## src/design/ltti_ram.sv

```systemverilog
// generic single write port, single read port ram with registered read
// no dependencies

module ltti_ram #(
  parameter int WIDTH = 8,
  parameter int DEPTH = 16
) (
  input  logic                     clk,
  input  logic                     we,
  input  logic [$clog2(DEPTH)-1:0] waddr,
  input  logic [WIDTH-1:0]         wdata,
  input  logic [$clog2(DEPTH)-1:0] raddr,
  output logic [WIDTH-1:0]         rdata
);

  logic [WIDTH-1:0] mem [DEPTH];

  always_ff @(posedge clk) begin
    if (we) begin
      mem[waddr] <= wdata;
    end
    rdata <= mem[raddr];
  end

endmodule

```

## config.mk

```make
export PLATFORM = sky130hd
export DESIGN_NAME = ltti_ram
export DESIGN_NICKNAME = d
export VERILOG_FILES = /design/src/design/ltti_ram.sv
export SDC_FILE = /design/constraint.sdc
export NUM_CORES = 1
export LEC_CHECK = 0
export ABC_AREA = 1
export BUFFER_PORTS_ARGS = -buffer_cell sky130_fd_sc_hd__buf_2
export CELL_PAD_IN_SITES_DETAIL_PLACEMENT = 1
export CELL_PAD_IN_SITES_GLOBAL_PLACEMENT = 1
export CORE_UTILIZATION = 49
export DETAILED_ROUTE_END_ITERATION = 10
export PLACE_DENSITY = 0.81
export SLEW_MARGIN = 0
export SYNTH_ARGS = -nofsm -noshare
export SYNTH_HDL_FRONTEND = slang
export SYNTH_SLANG_ARGS = --single-unit
export TNS_END_PERCENT = 5
```

## constraint.sdc

```tcl
create_clock -name clk -period 1.6 [get_ports clk]
set_input_delay 0.32 -clock clk [delete_from_list [all_inputs] [get_ports clk]]
set_output_delay 0.32 -clock clk [all_outputs]
set_load 0.02 [all_outputs]
```

After elaboration in Yosys (flattened, before gate mapping). Memories as Yosys holds them, arrays and structs flattened. A register that Yosys moved wholly into a read port is not among the register bits. Index checks and enable logic that the tools add are counted.

Muxes and demuxes: 2.

Operator list (number): $mux W1 (2).

Flip-flop bits (word level): 0. RAM bits: 128. Input bits: 18. Output and inout bits: 8. Word-level logic and storage cells: 3. Memories: 1.

Memory list: mem (words 16, width 8, rd ports 1, clocked after Yosys merged registers in 1, wr ports 1, line 16) `logic [WIDTH-1:0] mem [DEPTH];`.

Longest topological paths before layout.
Depth after elaboration: 2. Mapped depth: 8. Gate-level depth less buffers: 7.

Least setup slack after synthesis. Ideal clock, no wire load.

Kind: in2reg. Start: in waddr[2]. End: mem mem[10][0] (enable). Library setup time: 370 ps. Data arrival time: 901 ps. Required time: 1230 ps. Slack: 329 ps. Cell stages on the path: 2. Buffers on the path: 0. Cells stage by stage: nand3b_1 nor2_1.

RTL lines: start, declared (line 10) `input logic [$clog2(DEPTH)-1:0] waddr,`; end, declared (line 16).

Straight into the memory's write port.

Worst setup path in the final report.
Start: reg rdata[6] (read register of mem). End: out rdata[6].

RTL lines: start, declared (line 13) `output logic [WIDTH-1:0] rdata`.

No word-level cell between the ends.

==> reports/metrics.csv <==
stage;metric;value;unit
route;drt-pass1-iter-count;5;
clock_tree;cts_buffers;17;
global_routing;first_global_vias;4235;
timing;timing.final.crit_share;81.0;%
critical_path;reg2reg_from;mem[8][1]$_DFFE_PP_;
global_routing;grt_pass1_wl;23.2;mm
timing;whs;0.318;ns
route;wl_per_cell;20.2;microns
critical_path;cp_cell_sequence;buf_2;
timing;setup_tns;0;ns
timing;finalSetupViolations;0;
critical_path;crit_slowest_cell;dfxtp_1;
critical_path;r2r_slack;0.54;ns
status;status;completed;
final_layout;final_core_util;58.7;%
logic_synthesis;synth_nets;569;
clock_tree;post_cts_buffers;0;
power_and_ir_drop;vdd_drop_max;0.830;mV
place;port_buffers;25;
clock_tree;cts_tree;built;
timing;slew_viol_final;0;
global_routing;antenna_found_initial;0;
place;placed_cell_area;6150;sq um
critical_path;slowest_delay;0.38;ns
logic_synthesis;yosysSeqAreaShare;69.4;%
place;gp_congestion;0.774;
clock_tree;cts_max_level;4;
timing;max_slew_margin;71.8;%
die;core.rowCount;39;
final_layout;syn_to_final_growth;16.8;%
clock_tree;clk_path_buf_depth;2;
die;die_h;110;microns
global_routing;grt_util_all_layers;26.0;%
final_layout;stdcell_area;6730;sq um
final_layout;n_antenna_cell;0;
clock_tree;cts.clk_slew.worst_paths;0.05;ns
critical_path;crit_start;rdata[6]$_DFF_P_;
clock_tree;hold_buffers;0;
route;drtIter0Drc;259;
critical_path;cp-end-kind;output port;
critical_path;cp.depth;1;
min_path;hold_path.class;in -> reg;
die;die_width;110;microns
route;drc;0;
critical_path;r2r_end;rdata[1]$_DFF_P_;
logic_synthesis;synthCells;551;
critical_path;crit_path_start_kind;flop;
route;viasPerCell;5.29;
place;hpwl;9.30;mm
die;fp.dieArea;12200;sq um
timing;setup_slack;0.304;ns
place;placedCellCount;719;
job;maxCapViolCount;0;
critical_path;crit_required;1.28;ns
timing;rsz0062_at_grt;false;
timing;skew;0.00636;ns
logic_synthesis;netlist_area;5770;sq um
critical_path;endpoint;rdata[6];
clock_tree;ctsResizeCount;0;
logic_synthesis;ys_seq_elements;136;
timing;max_freq;771;MHz
critical_path;path_class;reg -> out;
route;ant_nets;0;
timing;fin_crit;1.30;ns
logic_synthesis;synthDistinctLibCells;12;
power_and_ir_drop;total_power;8.42;mW
logic_synthesis;yosysWarnings;0;
power_and_ir_drop;p_per_area;1250;nW/um^2
critical_path;rr_worst_depth;6;
die;start_util;50.3;%
critical_path;cp_num_buf_inv;1;
final_layout;layout-drive-gt1-share;13.3;%
route;drt_wl_total;15.2;mm
route;routed-via-count;3973;
min_path;hold_path_depth;3;
power_and_ir_drop;leakage;2.94;nW
critical_path;critPathMaxFanout;1;
global_routing;gr-total-overflow;0;
critical_path;path_delay_family;flip-flops;
critical_path;arrival;0.98;ns
timing;final_hold_viol_count;0;
final_layout;stdcell_count;751;
logic_synthesis;syn_area_per_cell;10.5;sq um
clock_tree;cts_sinks;136;
die;io_pins;26;
clock_tree;root_buffer;clkbuf_16;
global_routing;grt_max_degree;41;
place;place_ws;0.158;ns
final_layout;nNetsFinal;613;
die;core-area;11500;sq um
clock_tree;clock_latency;0.41;ns
timing;tightest_slew;0.424;ns
-- cell usage in the layout (no fill, tap or decap), types with 2 or more instances in the layout --
cell | netlist | final
edfxtp_1 | 128 | 128
clkbuf_16 | 0 | 17
inv_2 | 2 | 2
clkinvlp_4 | 0 | 4
buf_4 | 4 | 19
nand3b_1 | 2 | 2
dfxtp_1 | 8 | 8
inv_1 | 100 | 100
bufinv_16 | 0 | 3
buf_12 | 0 | 5
nand2_1 | 173 | 173
buf_2 | 13 | 25
clkinv_2 | 0 | 5
nor2_1 | 17 | 17
nand3_1 | 97 | 97
-- tightest hold or removal path: stages --
cell     delay, ns
buf_2         0.18
nand3_1       0.11
nand2_1       0.06
-- synth_stat cells --
library cell / instances / area share, %
nand2_1: 173 / 11
edfxtp_1: 128 / 67
inv_1: 100 / 6.5
nand3_1: 97 / 8.4
nor2_1: 17 / 1.1
buf_2: 13 / 1.1
dfxtp_1: 8 / 2.8
buf_6: 6 / 1.2
buf_4: 4 / 0.52
inv_2: 2 / 0.13
nand3b_1: 2 / 0.26
buf_1: 1 / 0.065
-- flip-flops by register name, summed over array words and instances (netlist names) --
register	count
mem	128
rdata	8
-- where the power goes --
part           internal, mW  switching [mW]
sequential             3.98          0.0328
clock                  2.43            1.42
combinational         0.160           0.393
total                  6.57            1.85
-- worst min path at each step --
| stage | from | end | slack, ns |
|---|---|---|---|
| 2_1_floorplan | wdata[0] | mem[0][0]$_DFFE_PP_ | 0.42 |
| 3_3_place_gp | mem[12][5]$_DFFE_PP_ | rdata[5]$_DFF_P_ | 0.65 |
| 3_5_place_dp | mem[6][7]$_DFFE_PP_ | rdata[7]$_DFF_P_ | 0.66 |
| 4_1_cts | raddr[3] | rdata[5]$_DFF_P_ | 0.31 |
| 5_1_grt | raddr[3] | rdata[5]$_DFF_P_ | 0.32 |
| 6_report | raddr[3] | rdata[5]$_DFF_P_ | 0.32 |
-- logic make-up (layout without fill, tap and decap cells) --
kind of cell / count (synthesis) / in the layout / share of synthesized area (%)
buffers and inverters: 126 / 183 / 9.52
AND/OR/NAND/NOR: 289 / 289 / 21.0
flip-flops: 136 / 136 / 69.4
-- per-layer routing --
| metal | share of wire, % | GRT usage, % | vias to the layer above |
|---|---|---|---|
| met5 | 0 | 0 | - |
| met2 | 51 | 45.3 | 120 |
| met1 | 41 | 31.7 | 1967 |
| met4 | 2.5 | 10.8 | 0 |
| met3 | 5.0 | 5.10 | 20 |
| li1 | - | - | 1866 |
-- cell type report --
cell class / count / area [sq um]
timing repair buffer: 49 / 368
inverter: 102 / 383
tap: 143 / 179
fill: 1245 / 4730
clock inverter: 14 / 158
sequential: 136 / 4000
multi-input combinational: 289 / 1210
clock buffer: 18 / 429
No activity file was read; power rests on OpenSTA's default activity.
