<file path="config.mk">
export PLATFORM = sky130hd
export DESIGN_NAME = ltti_mul
export DESIGN_NICKNAME = d
export VERILOG_FILES = /design/src/design/ltti_pkg.sv /design/src/design/ltti_mul.sv
export SDC_FILE = /design/constraint.sdc
export NUM_CORES = 2
export LEC_CHECK = 0
export BUFFER_PORTS_ARGS = -buffer_cell sky130_fd_sc_hd__buf_2
export CORE_MARGIN = 1.5
export CORE_UTILIZATION = 40
export CTS_CLUSTER_SIZE = 28
export DETAILED_ROUTE_END_ITERATION = 8
export PLACE_DENSITY = 0.58
export SLEW_MARGIN = 10
export SYNTH_ARGS = -nofsm -noshare
export SYNTH_HDL_FRONTEND = slang
export SYNTH_SLANG_ARGS = --single-unit
</file>
<file path="constraint.sdc">
create_clock -name clk -period 10.05 [get_ports clk]
set_input_delay 1.005 -clock clk [delete_from_list [all_inputs] [get_ports clk]]
set_output_delay 1.005 -clock clk [all_outputs]
set_load 0.01 [all_outputs]
</file>
<file path="src/design/ltti_pkg.sv">
// shared types, constants and the cordic angle table for the turtle interpreter
// used by the multiplier, the cordic and the top level; no dependencies

package ltti_pkg;

  localparam int FRAC_BITS    = 19;
  localparam int TRIG_BITS    = 29;
  localparam int FIRST_COLOR  = 15;
  localparam int CORDIC_STEPS = 30;
  localparam logic signed [31:0] CORDIC_GAIN = 32'sd326016437;

  localparam logic [4:0] CMD_TURN_PLUS   = 5'd0;
  localparam logic [4:0] CMD_TURN_MINUS  = 5'd1;
  localparam logic [4:0] CMD_TURN_AROUND = 5'd2;
  localparam logic [4:0] CMD_FLIP        = 5'd3;
  localparam logic [4:0] CMD_ROTATE      = 5'd4;
  localparam logic [4:0] CMD_ROTATE_BACK = 5'd5;
  localparam logic [4:0] CMD_SCALE       = 5'd6;
  localparam logic [4:0] CMD_DRAW_FREE   = 5'd7;
  localparam logic [4:0] CMD_MOVE_FREE   = 5'd8;
  localparam logic [4:0] CMD_MOVE_STEP   = 5'd9;
  localparam logic [4:0] CMD_DRAW_STEP   = 5'd10;
  localparam logic [4:0] CMD_SET_COLOR   = 5'd11;
  localparam logic [4:0] CMD_COLOR_UP    = 5'd12;
  localparam logic [4:0] CMD_COLOR_DOWN  = 5'd13;
  localparam logic [4:0] CMD_PUSH        = 5'd14;
  localparam logic [4:0] CMD_POP         = 5'd15;
  localparam logic [4:0] CMD_BEGIN       = 5'd16;

  localparam logic [1:0] ST_OK       = 2'd0;
  localparam logic [1:0] ST_FULL     = 2'd1;
  localparam logic [1:0] ST_EMPTY    = 2'd2;
  localparam logic [1:0] ST_OVERFLOW = 2'd3;

  localparam logic [2:0] REG_PASS_MODE     = 3'd0;
  localparam logic [2:0] REG_HEADING_COUNT = 3'd1;
  localparam logic [2:0] REG_HEADING_STEP  = 3'd2;
  localparam logic [2:0] REG_ASPECT_RATIO  = 3'd3;
  localparam logic [2:0] REG_COLOR_COUNT   = 3'd4;
  localparam logic [2:0] REG_START_X       = 3'd5;
  localparam logic [2:0] REG_START_Y       = 3'd6;
  localparam logic [2:0] REG_START_SIZE    = 3'd7;

  typedef enum logic [1:0] {SH_NONE, SH_FRAC, SH_TRIG} mul_shift_t;

  typedef struct packed {
    logic [32:0] a;
    logic [32:0] b;
    mul_shift_t  sh;
  } mul_req_t;

  typedef struct packed {
    logic [31:0] res;
    logic        ovf;
    logic [31:0] low;
  } mul_rsp_t;

  typedef struct packed {
    logic        start;
    logic [31:0] theta;
  } cordic_req_t;

  typedef struct packed {
    logic        done;
    logic [31:0] c;
    logic [31:0] s;
  } cordic_rsp_t;

  function automatic logic [31:0] atan_val(input logic [4:0] i);
    logic [31:0] r;
    case (i)
      5'd0:  r = 32'h20000000;
      5'd1:  r = 32'h12E4051E;
      5'd2:  r = 32'h09FB385B;
      5'd3:  r = 32'h051111D4;
      5'd4:  r = 32'h028B0D43;
      5'd5:  r = 32'h0145D7E1;
      5'd6:  r = 32'h00A2F61E;
      5'd7:  r = 32'h00517C55;
      5'd8:  r = 32'h0028BE53;
      5'd9:  r = 32'h00145F2F;
      5'd10: r = 32'h000A2F98;
      5'd11: r = 32'h000517CC;
      5'd12: r = 32'h00028BE6;
      5'd13: r = 32'h000145F3;
      5'd14: r = 32'h0000A2FA;
      5'd15: r = 32'h0000517D;
      5'd16: r = 32'h000028BE;
      5'd17: r = 32'h0000145F;
      5'd18: r = 32'h00000A30;
      5'd19: r = 32'h00000518;
      5'd20: r = 32'h0000028C;
      5'd21: r = 32'h00000146;
      5'd22: r = 32'h000000A3;
      5'd23: r = 32'h00000051;
      5'd24: r = 32'h00000029;
      5'd25: r = 32'h00000014;
      5'd26: r = 32'h0000000A;
      5'd27: r = 32'h00000005;
      5'd28: r = 32'h00000003;
      5'd29: r = 32'h00000001;
      default: r = 32'h0;
    endcase
    return r;
  endfunction

endpackage

</file>
<file path="src/design/ltti_mul.sv">
// shared signed multiplier with registered product, then floor shift and saturation
// depends on ltti_pkg

module ltti_mul (
  input  logic              clk,
  input  ltti_pkg::mul_req_t req,
  output ltti_pkg::mul_rsp_t rsp
);

  logic signed [65:0]   prod;
  ltti_pkg::mul_shift_t sh;
  logic signed [65:0]   v;
  logic                 ovf;

  always_ff @(posedge clk) begin
    prod <= $signed(req.a) * $signed(req.b);
    sh   <= req.sh;
  end

  always_comb begin
    case (sh)
      ltti_pkg::SH_FRAC: v = prod >>> ltti_pkg::FRAC_BITS;
      ltti_pkg::SH_TRIG: v = prod >>> ltti_pkg::TRIG_BITS;
      default:           v = prod;
    endcase
    ovf = !((&v[65:31]) || !(|v[65:31]));
    rsp.ovf = ovf;
    if (ovf) begin
      rsp.res = v[65] ? 32'h8000_0000 : 32'h7FFF_FFFF;
    end else begin
      rsp.res = v[31:0];
    end
    rsp.low = prod[31:0];
  end

endmodule

</file>
After elaboration in Yosys (flattened, before gate mapping)
Index checks and enable logic that the tools add are counted.
Operators by class
  reduce and logical (&&, ||, !) cells: 5
  equal/unequal tests: 2
  muxes and demuxes: 3
  $mul: 1
Operators with widths (count)
  one-hot mux 65 bit (2 select lines): 1
  multiplier 33 x 33 -> 66 bit: 1
  two-way mux 32 bit: 2
  AND reduction 35 bit: 1
  OR reduction 35 bit: 1
  == test 2 x 1 -> 1 bit (second input constant): 1
  == test 2 bit (second input constant): 1
  zero test 1 bit: 2
  logical OR 1 bit: 1
Word-level totals
  output and inout port bits: 65
  input bits: 69
  flip-flop bits (word level): 68

Logic depth before layout (Yosys ltp)
  depth in word-level cells: 6
  gate-level depth with buffers: 28
  mapped depth without buffers: 27

Least setup slack after synthesis
OpenSTA, ideal clock, no wires.
  path kind: input to register
  start point: input port req[67] (netlist name)
  end point: register prod[62]
  arrival: 8129 ps
  setup time: 106 ps
  path slack: 1815 ps
  stages: 25
  path through: clkbuf_1 nand2_1 inv_1 fa_1 inv_1 fa_1 inv_1 fa_1 fa_1 fa_1 fa_1 fa_1 inv_1 fa_1 inv_1 ha_1 nand2_1 nor2_1 a221oi_1 o21ai_0 o31ai_1 a21oi_2 o21bai_1 nand2_1 o311ai_0
Between the ends
  cells in the longest elaborated chain, start to end: 1
Ends and longest elaborated chain
  start, declared: RTL line ltti_mul.sv:6  | input ltti_pkg::mul_req_t req,
  multiplier 33 x 33 -> 66 bit: RTL line ltti_mul.sv:16  | prod <= $signed(req.a) * $signed(req.b);
  end signal, assigned: RTL line ltti_mul.sv:16
  end, declared: RTL line ltti_mul.sv:10  | logic signed [65:0] prod;
No other way between the ends.

Worst setup path in the final report
  start point: input port req[67] (netlist name)
  end point: register prod[65]
The elaborated chain is that of the path after synthesis.

==> summary.txt <==
====================================================================================
Bufs on Longest Clock Path                                                         2
1st-pass router iterations                                                         5
Rel. slew slack                                                               32.85%
Mean cell area of the mapped netlist                                       9.209 um2
Global-route usage over all layers                                            22.26%
Largest net degree at the start of global routing                                 57
Footprint of the multi-input gates                                         34800 um2
Antenna viol nets, final                                                           0
CP max-delay cell                                                       sky130_fd_sc_hd__fa_1
Sum of negative setup slack                                                     0 ps
Number of standard cells after synthesis                                        4522
Via count of the first global-routing pass                                     32430
Worst-Margin Slew                                                            1007 ps
HPWL reported at the end of detailed placement                              93070 um
Vias                                                                           29410
Synth top area share                                                          55.04%
Initial DRC Count                                                               1668
Element type at the critical path end                                      flip-flop
Worst path required time                                                    10240 ps
DRC Markers                                                                        0
Cell accounting for the most synthesized area                           sky130_fd_sc_hd__fa_1
Sequential element share of the synthesized area                              3.269%
Post-detailed-routing wire length                                          113600 um
Maximum Capacitance Violations                                                     0
Cell area reported after detailed placement                                43120 um2
Most common cell in the synthesized netlist                             sky130_fd_sc_hd__inv_1
Met1 usage                                                                    28.21%
Synth warn                                                                         0
Startpoint types                                                          input port
H-tree depth                                                                       3
Kind of cell with the highest combined delay on the critical path        adder cells
Hold worst-path end                                                            sh[0]
GR Layer Usage met2                                                           40.88%
CTS-repair resized insts                                                           0
I/O pin count                                                                    134
Startpoint of the most critical hold path                                     req[0]
Proportion of synthesized flip-flops having asynchronous set or reset             0%
Critical path startpoint                                                     req[67]
Final max-slew violation count                                                     0
Most Used Layer, Global Route                                                   met2
Count of flip-flops with a built-in enable after synthesis                         0
Critical setup path kind                                                      in2reg
Final Hold Fails                                                                   0
CTS clock-pin slew for the worst setup and hold paths                          60 ps
Arrival time reported for the critical path endpoint                         9250 ps
Routed length per instance                                                  19.53 um
Number of buffers inserted during clock tree synthesis                             9
Synth unique cells                                                                65
Cell types occupying the most area after synthesis                      sky130_fd_sc_hd__fa_1 (55%), sky130_fd_sc_hd__inv_1 (11%), sky130_fd_sc_hd__and2_1 (8.5%), sky130_fd_sc_hd__ha_1 (6.6%), sky130_fd_sc_hd__nand2_1 (5.0%)
Most frequent cell on the critical path                                 sky130_fd_sc_hd__fa_1
Die Y-Extent                                                                325.7 um
Via-to-Cell Ratio                                                              5.058
Number of synthesized register bits                                               68
Layout fillers                                                                 10390
RSZ-0062 raised after global routing                                              no
Fraction of final layout cells with drive strength greater than 1             4.307%
Die outline width                                                           325.7 um
Core box area                                                             103300 um2
Routing usage on met3                                                         1.401%
Area of the mapped netlist                                                 41640 um2
CTS hold repair buffers                                                            0
Aggregate global routing overflow                                                  0
Status                                                                  finished clean
Final critical-path share of the clock period                                 90.12%
Area growth syn-to-layout                                                     4.281%
Count of inserted antenna diode cells                                              0
Fin area                                                                   43430 um2
Number of antenna violations at the first check in global routing                  9
Post-CTS Repair Setup Buffers                                                      0
Nets@finish                                                                     5863
Largest stage delay on the critical path                                      920 ps
Buffering stage count on the worst path with inverters included                    6
Area taken by flip-flops and latches                                        1361 um2
Starting utilization of the core area                                         40.30%
I/O Buffers                                                                      133
Critical path, cell by cell                                             buf_2 > nand2_1 > inv_1 > fa_1 > inv_1 > fa_1 > inv_1 > fa_1 > inv_1 > fa_1 > fa_1 > fa_1 > fa_1 > fa_1 > inv_1 > ha_1 > nand3_1 > nor2_1 > nand3_1 > a211oi_1 > o21ai_0 > and2_1 > o21ai_0 > xnor2_1
Endpoints failing setup                                                            0
Most used flip-flop cell after synthesis                                sky130_fd_sc_hd__dfxtp_1
RD Place Congestion                                                           0.8902
Number of nets produced by synthesis                                            5955
Top achievable clock speed                                                 110.4 MHz
Row count                                                                        118
Die ar.                                                                   106100 um2
Peak fanout along the critical path                                               33
Global-route wire length before repair                                     184900 um
Root Buffer Master                                                      sky130_fd_sc_hd__clkbuf_16
Final min period                                                             9057 ps
Synth top cells by count                                                sky130_fd_sc_hd__inv_1 (1168), sky130_fd_sc_hd__fa_1 (1145), sky130_fd_sc_hd__and2_1 (564)
Clock tree from TritonCTS                                                      built
Path type of the worst min-delay path                                         in2reg
Clock tree sinks                                                                  68
Worst hold stages                                                                  1
====================================================================================
## layout by cell type, fill, tap and decap left out, types with 4 or more instances in the layout
cell / n
sky130_fd_sc_hd__a31oi_1: 4
sky130_fd_sc_hd__nand4_1: 16
sky130_fd_sc_hd__nand2_1: 551
sky130_fd_sc_hd__a221oi_1: 4
sky130_fd_sc_hd__or3_1: 4
sky130_fd_sc_hd__o211ai_1: 4
sky130_fd_sc_hd__xnor2_1: 48
sky130_fd_sc_hd__and2_1: 564
sky130_fd_sc_hd__a221o_1: 34
sky130_fd_sc_hd__a211oi_1: 8
sky130_fd_sc_hd__xor2_1: 21
sky130_fd_sc_hd__buf_2: 133
sky130_fd_sc_hd__dfxtp_1: 68
sky130_fd_sc_hd__o21bai_1: 9
sky130_fd_sc_hd__o21a_1: 7
sky130_fd_sc_hd__nor3_1: 9
sky130_fd_sc_hd__ha_1: 219
sky130_fd_sc_hd__a21oi_1: 80
sky130_fd_sc_hd__or4_1: 4
sky130_fd_sc_hd__nor2_1: 60
sky130_fd_sc_hd__buf_4: 25
sky130_fd_sc_hd__nor4_1: 7
sky130_fd_sc_hd__o21ai_0: 104
sky130_fd_sc_hd__fa_1: 1145
sky130_fd_sc_hd__and3_1: 11
sky130_fd_sc_hd__inv_1: 1168
sky130_fd_sc_hd__a21o_1: 27
sky130_fd_sc_hd__nand2b_1: 11
sky130_fd_sc_hd__clkbuf_16: 9
sky130_fd_sc_hd__nand3_1: 17
## routing by layer
metal | routed length, um | vias to the layer above
li1 | - | 12780
met2 | 61090 | 620
met4 | 3626 | 8
met1 | 45000 | 15860
met5 | 49 | -
met3 | 3813 | 154
## through the flow
| stage | hold slack, ps | instances | utilization (%) | setup slack (ps) |
|---|---|---|---|---|
| finish | 782.2 | 5815 | 42.02 | 992.7 |
| global route | 762.5 | 5815 | 42.02 | 539.6 |
| CTS | 769.7 | 5815 | 42.01 | 1078 |
| detailed placement | 1111 | 5799 | 41.72 | 749.3 |
| global placement | 1108 | 5799 | 41.72 | 815.9 |
| floorplan | 1033 | 4522 | - | 1815 |
## cell families (layout without fill, tap and decap cells)
| kind of cell | count (synthesis) | after routing | share of synthesized area (%) |
|---|---|---|---|
| AOI/OAI and AO/OA | 320 | 320 | 5.026 |
| and+or+nand+nor | 1270 | 1270 | 15.40 |
| adders and majority gates | 1364 | 1364 | 61.62 |
| buffers and inverters | 1430 | 1343 | 13.20 |
| xor gates and xnor gates | 69 | 69 | 1.451 |
| muxes | 1 | 1 | 0.02404 |
| DFF | 68 | 68 | 3.269 |
## layout make-up
type | count | share of cell area (%)
Clock inverter | 7 | 0.1700
Sequential cell | 68 | 3.135
Inverter | 1169 | 10.10
Clock buffer | 9 | 0.5186
Timing Repair Buffer | 158 | 1.965
Multi-Input combinational cell | 3024 | 80.13
Tap cell | 1380 | 3.976
## sequential cells by signal (all words and copies together) (netlist names)
| name | flops |
|---|---|
| sh | 2 |
| prod | 66 |
## how the worst max path moves through the flow
| stage | to | slack (ps) | depth (start not counted) |
|---|---|---|---|
| finish | prod[65] | 990 | 24 |
| global route | prod[62] | 540 | 25 |
| CTS | prod[65] | 1080 | 24 |
| detailed placement | prod[65] | 750 | 24 |
| global placement | prod[65] | 820 | 24 |
| floorplan | prod[62] | 1810 | 25 |
Power is left out: the tool's default activity adds up to more than one toggle a clock period on the data nets, which glitch-free logic cannot reach.
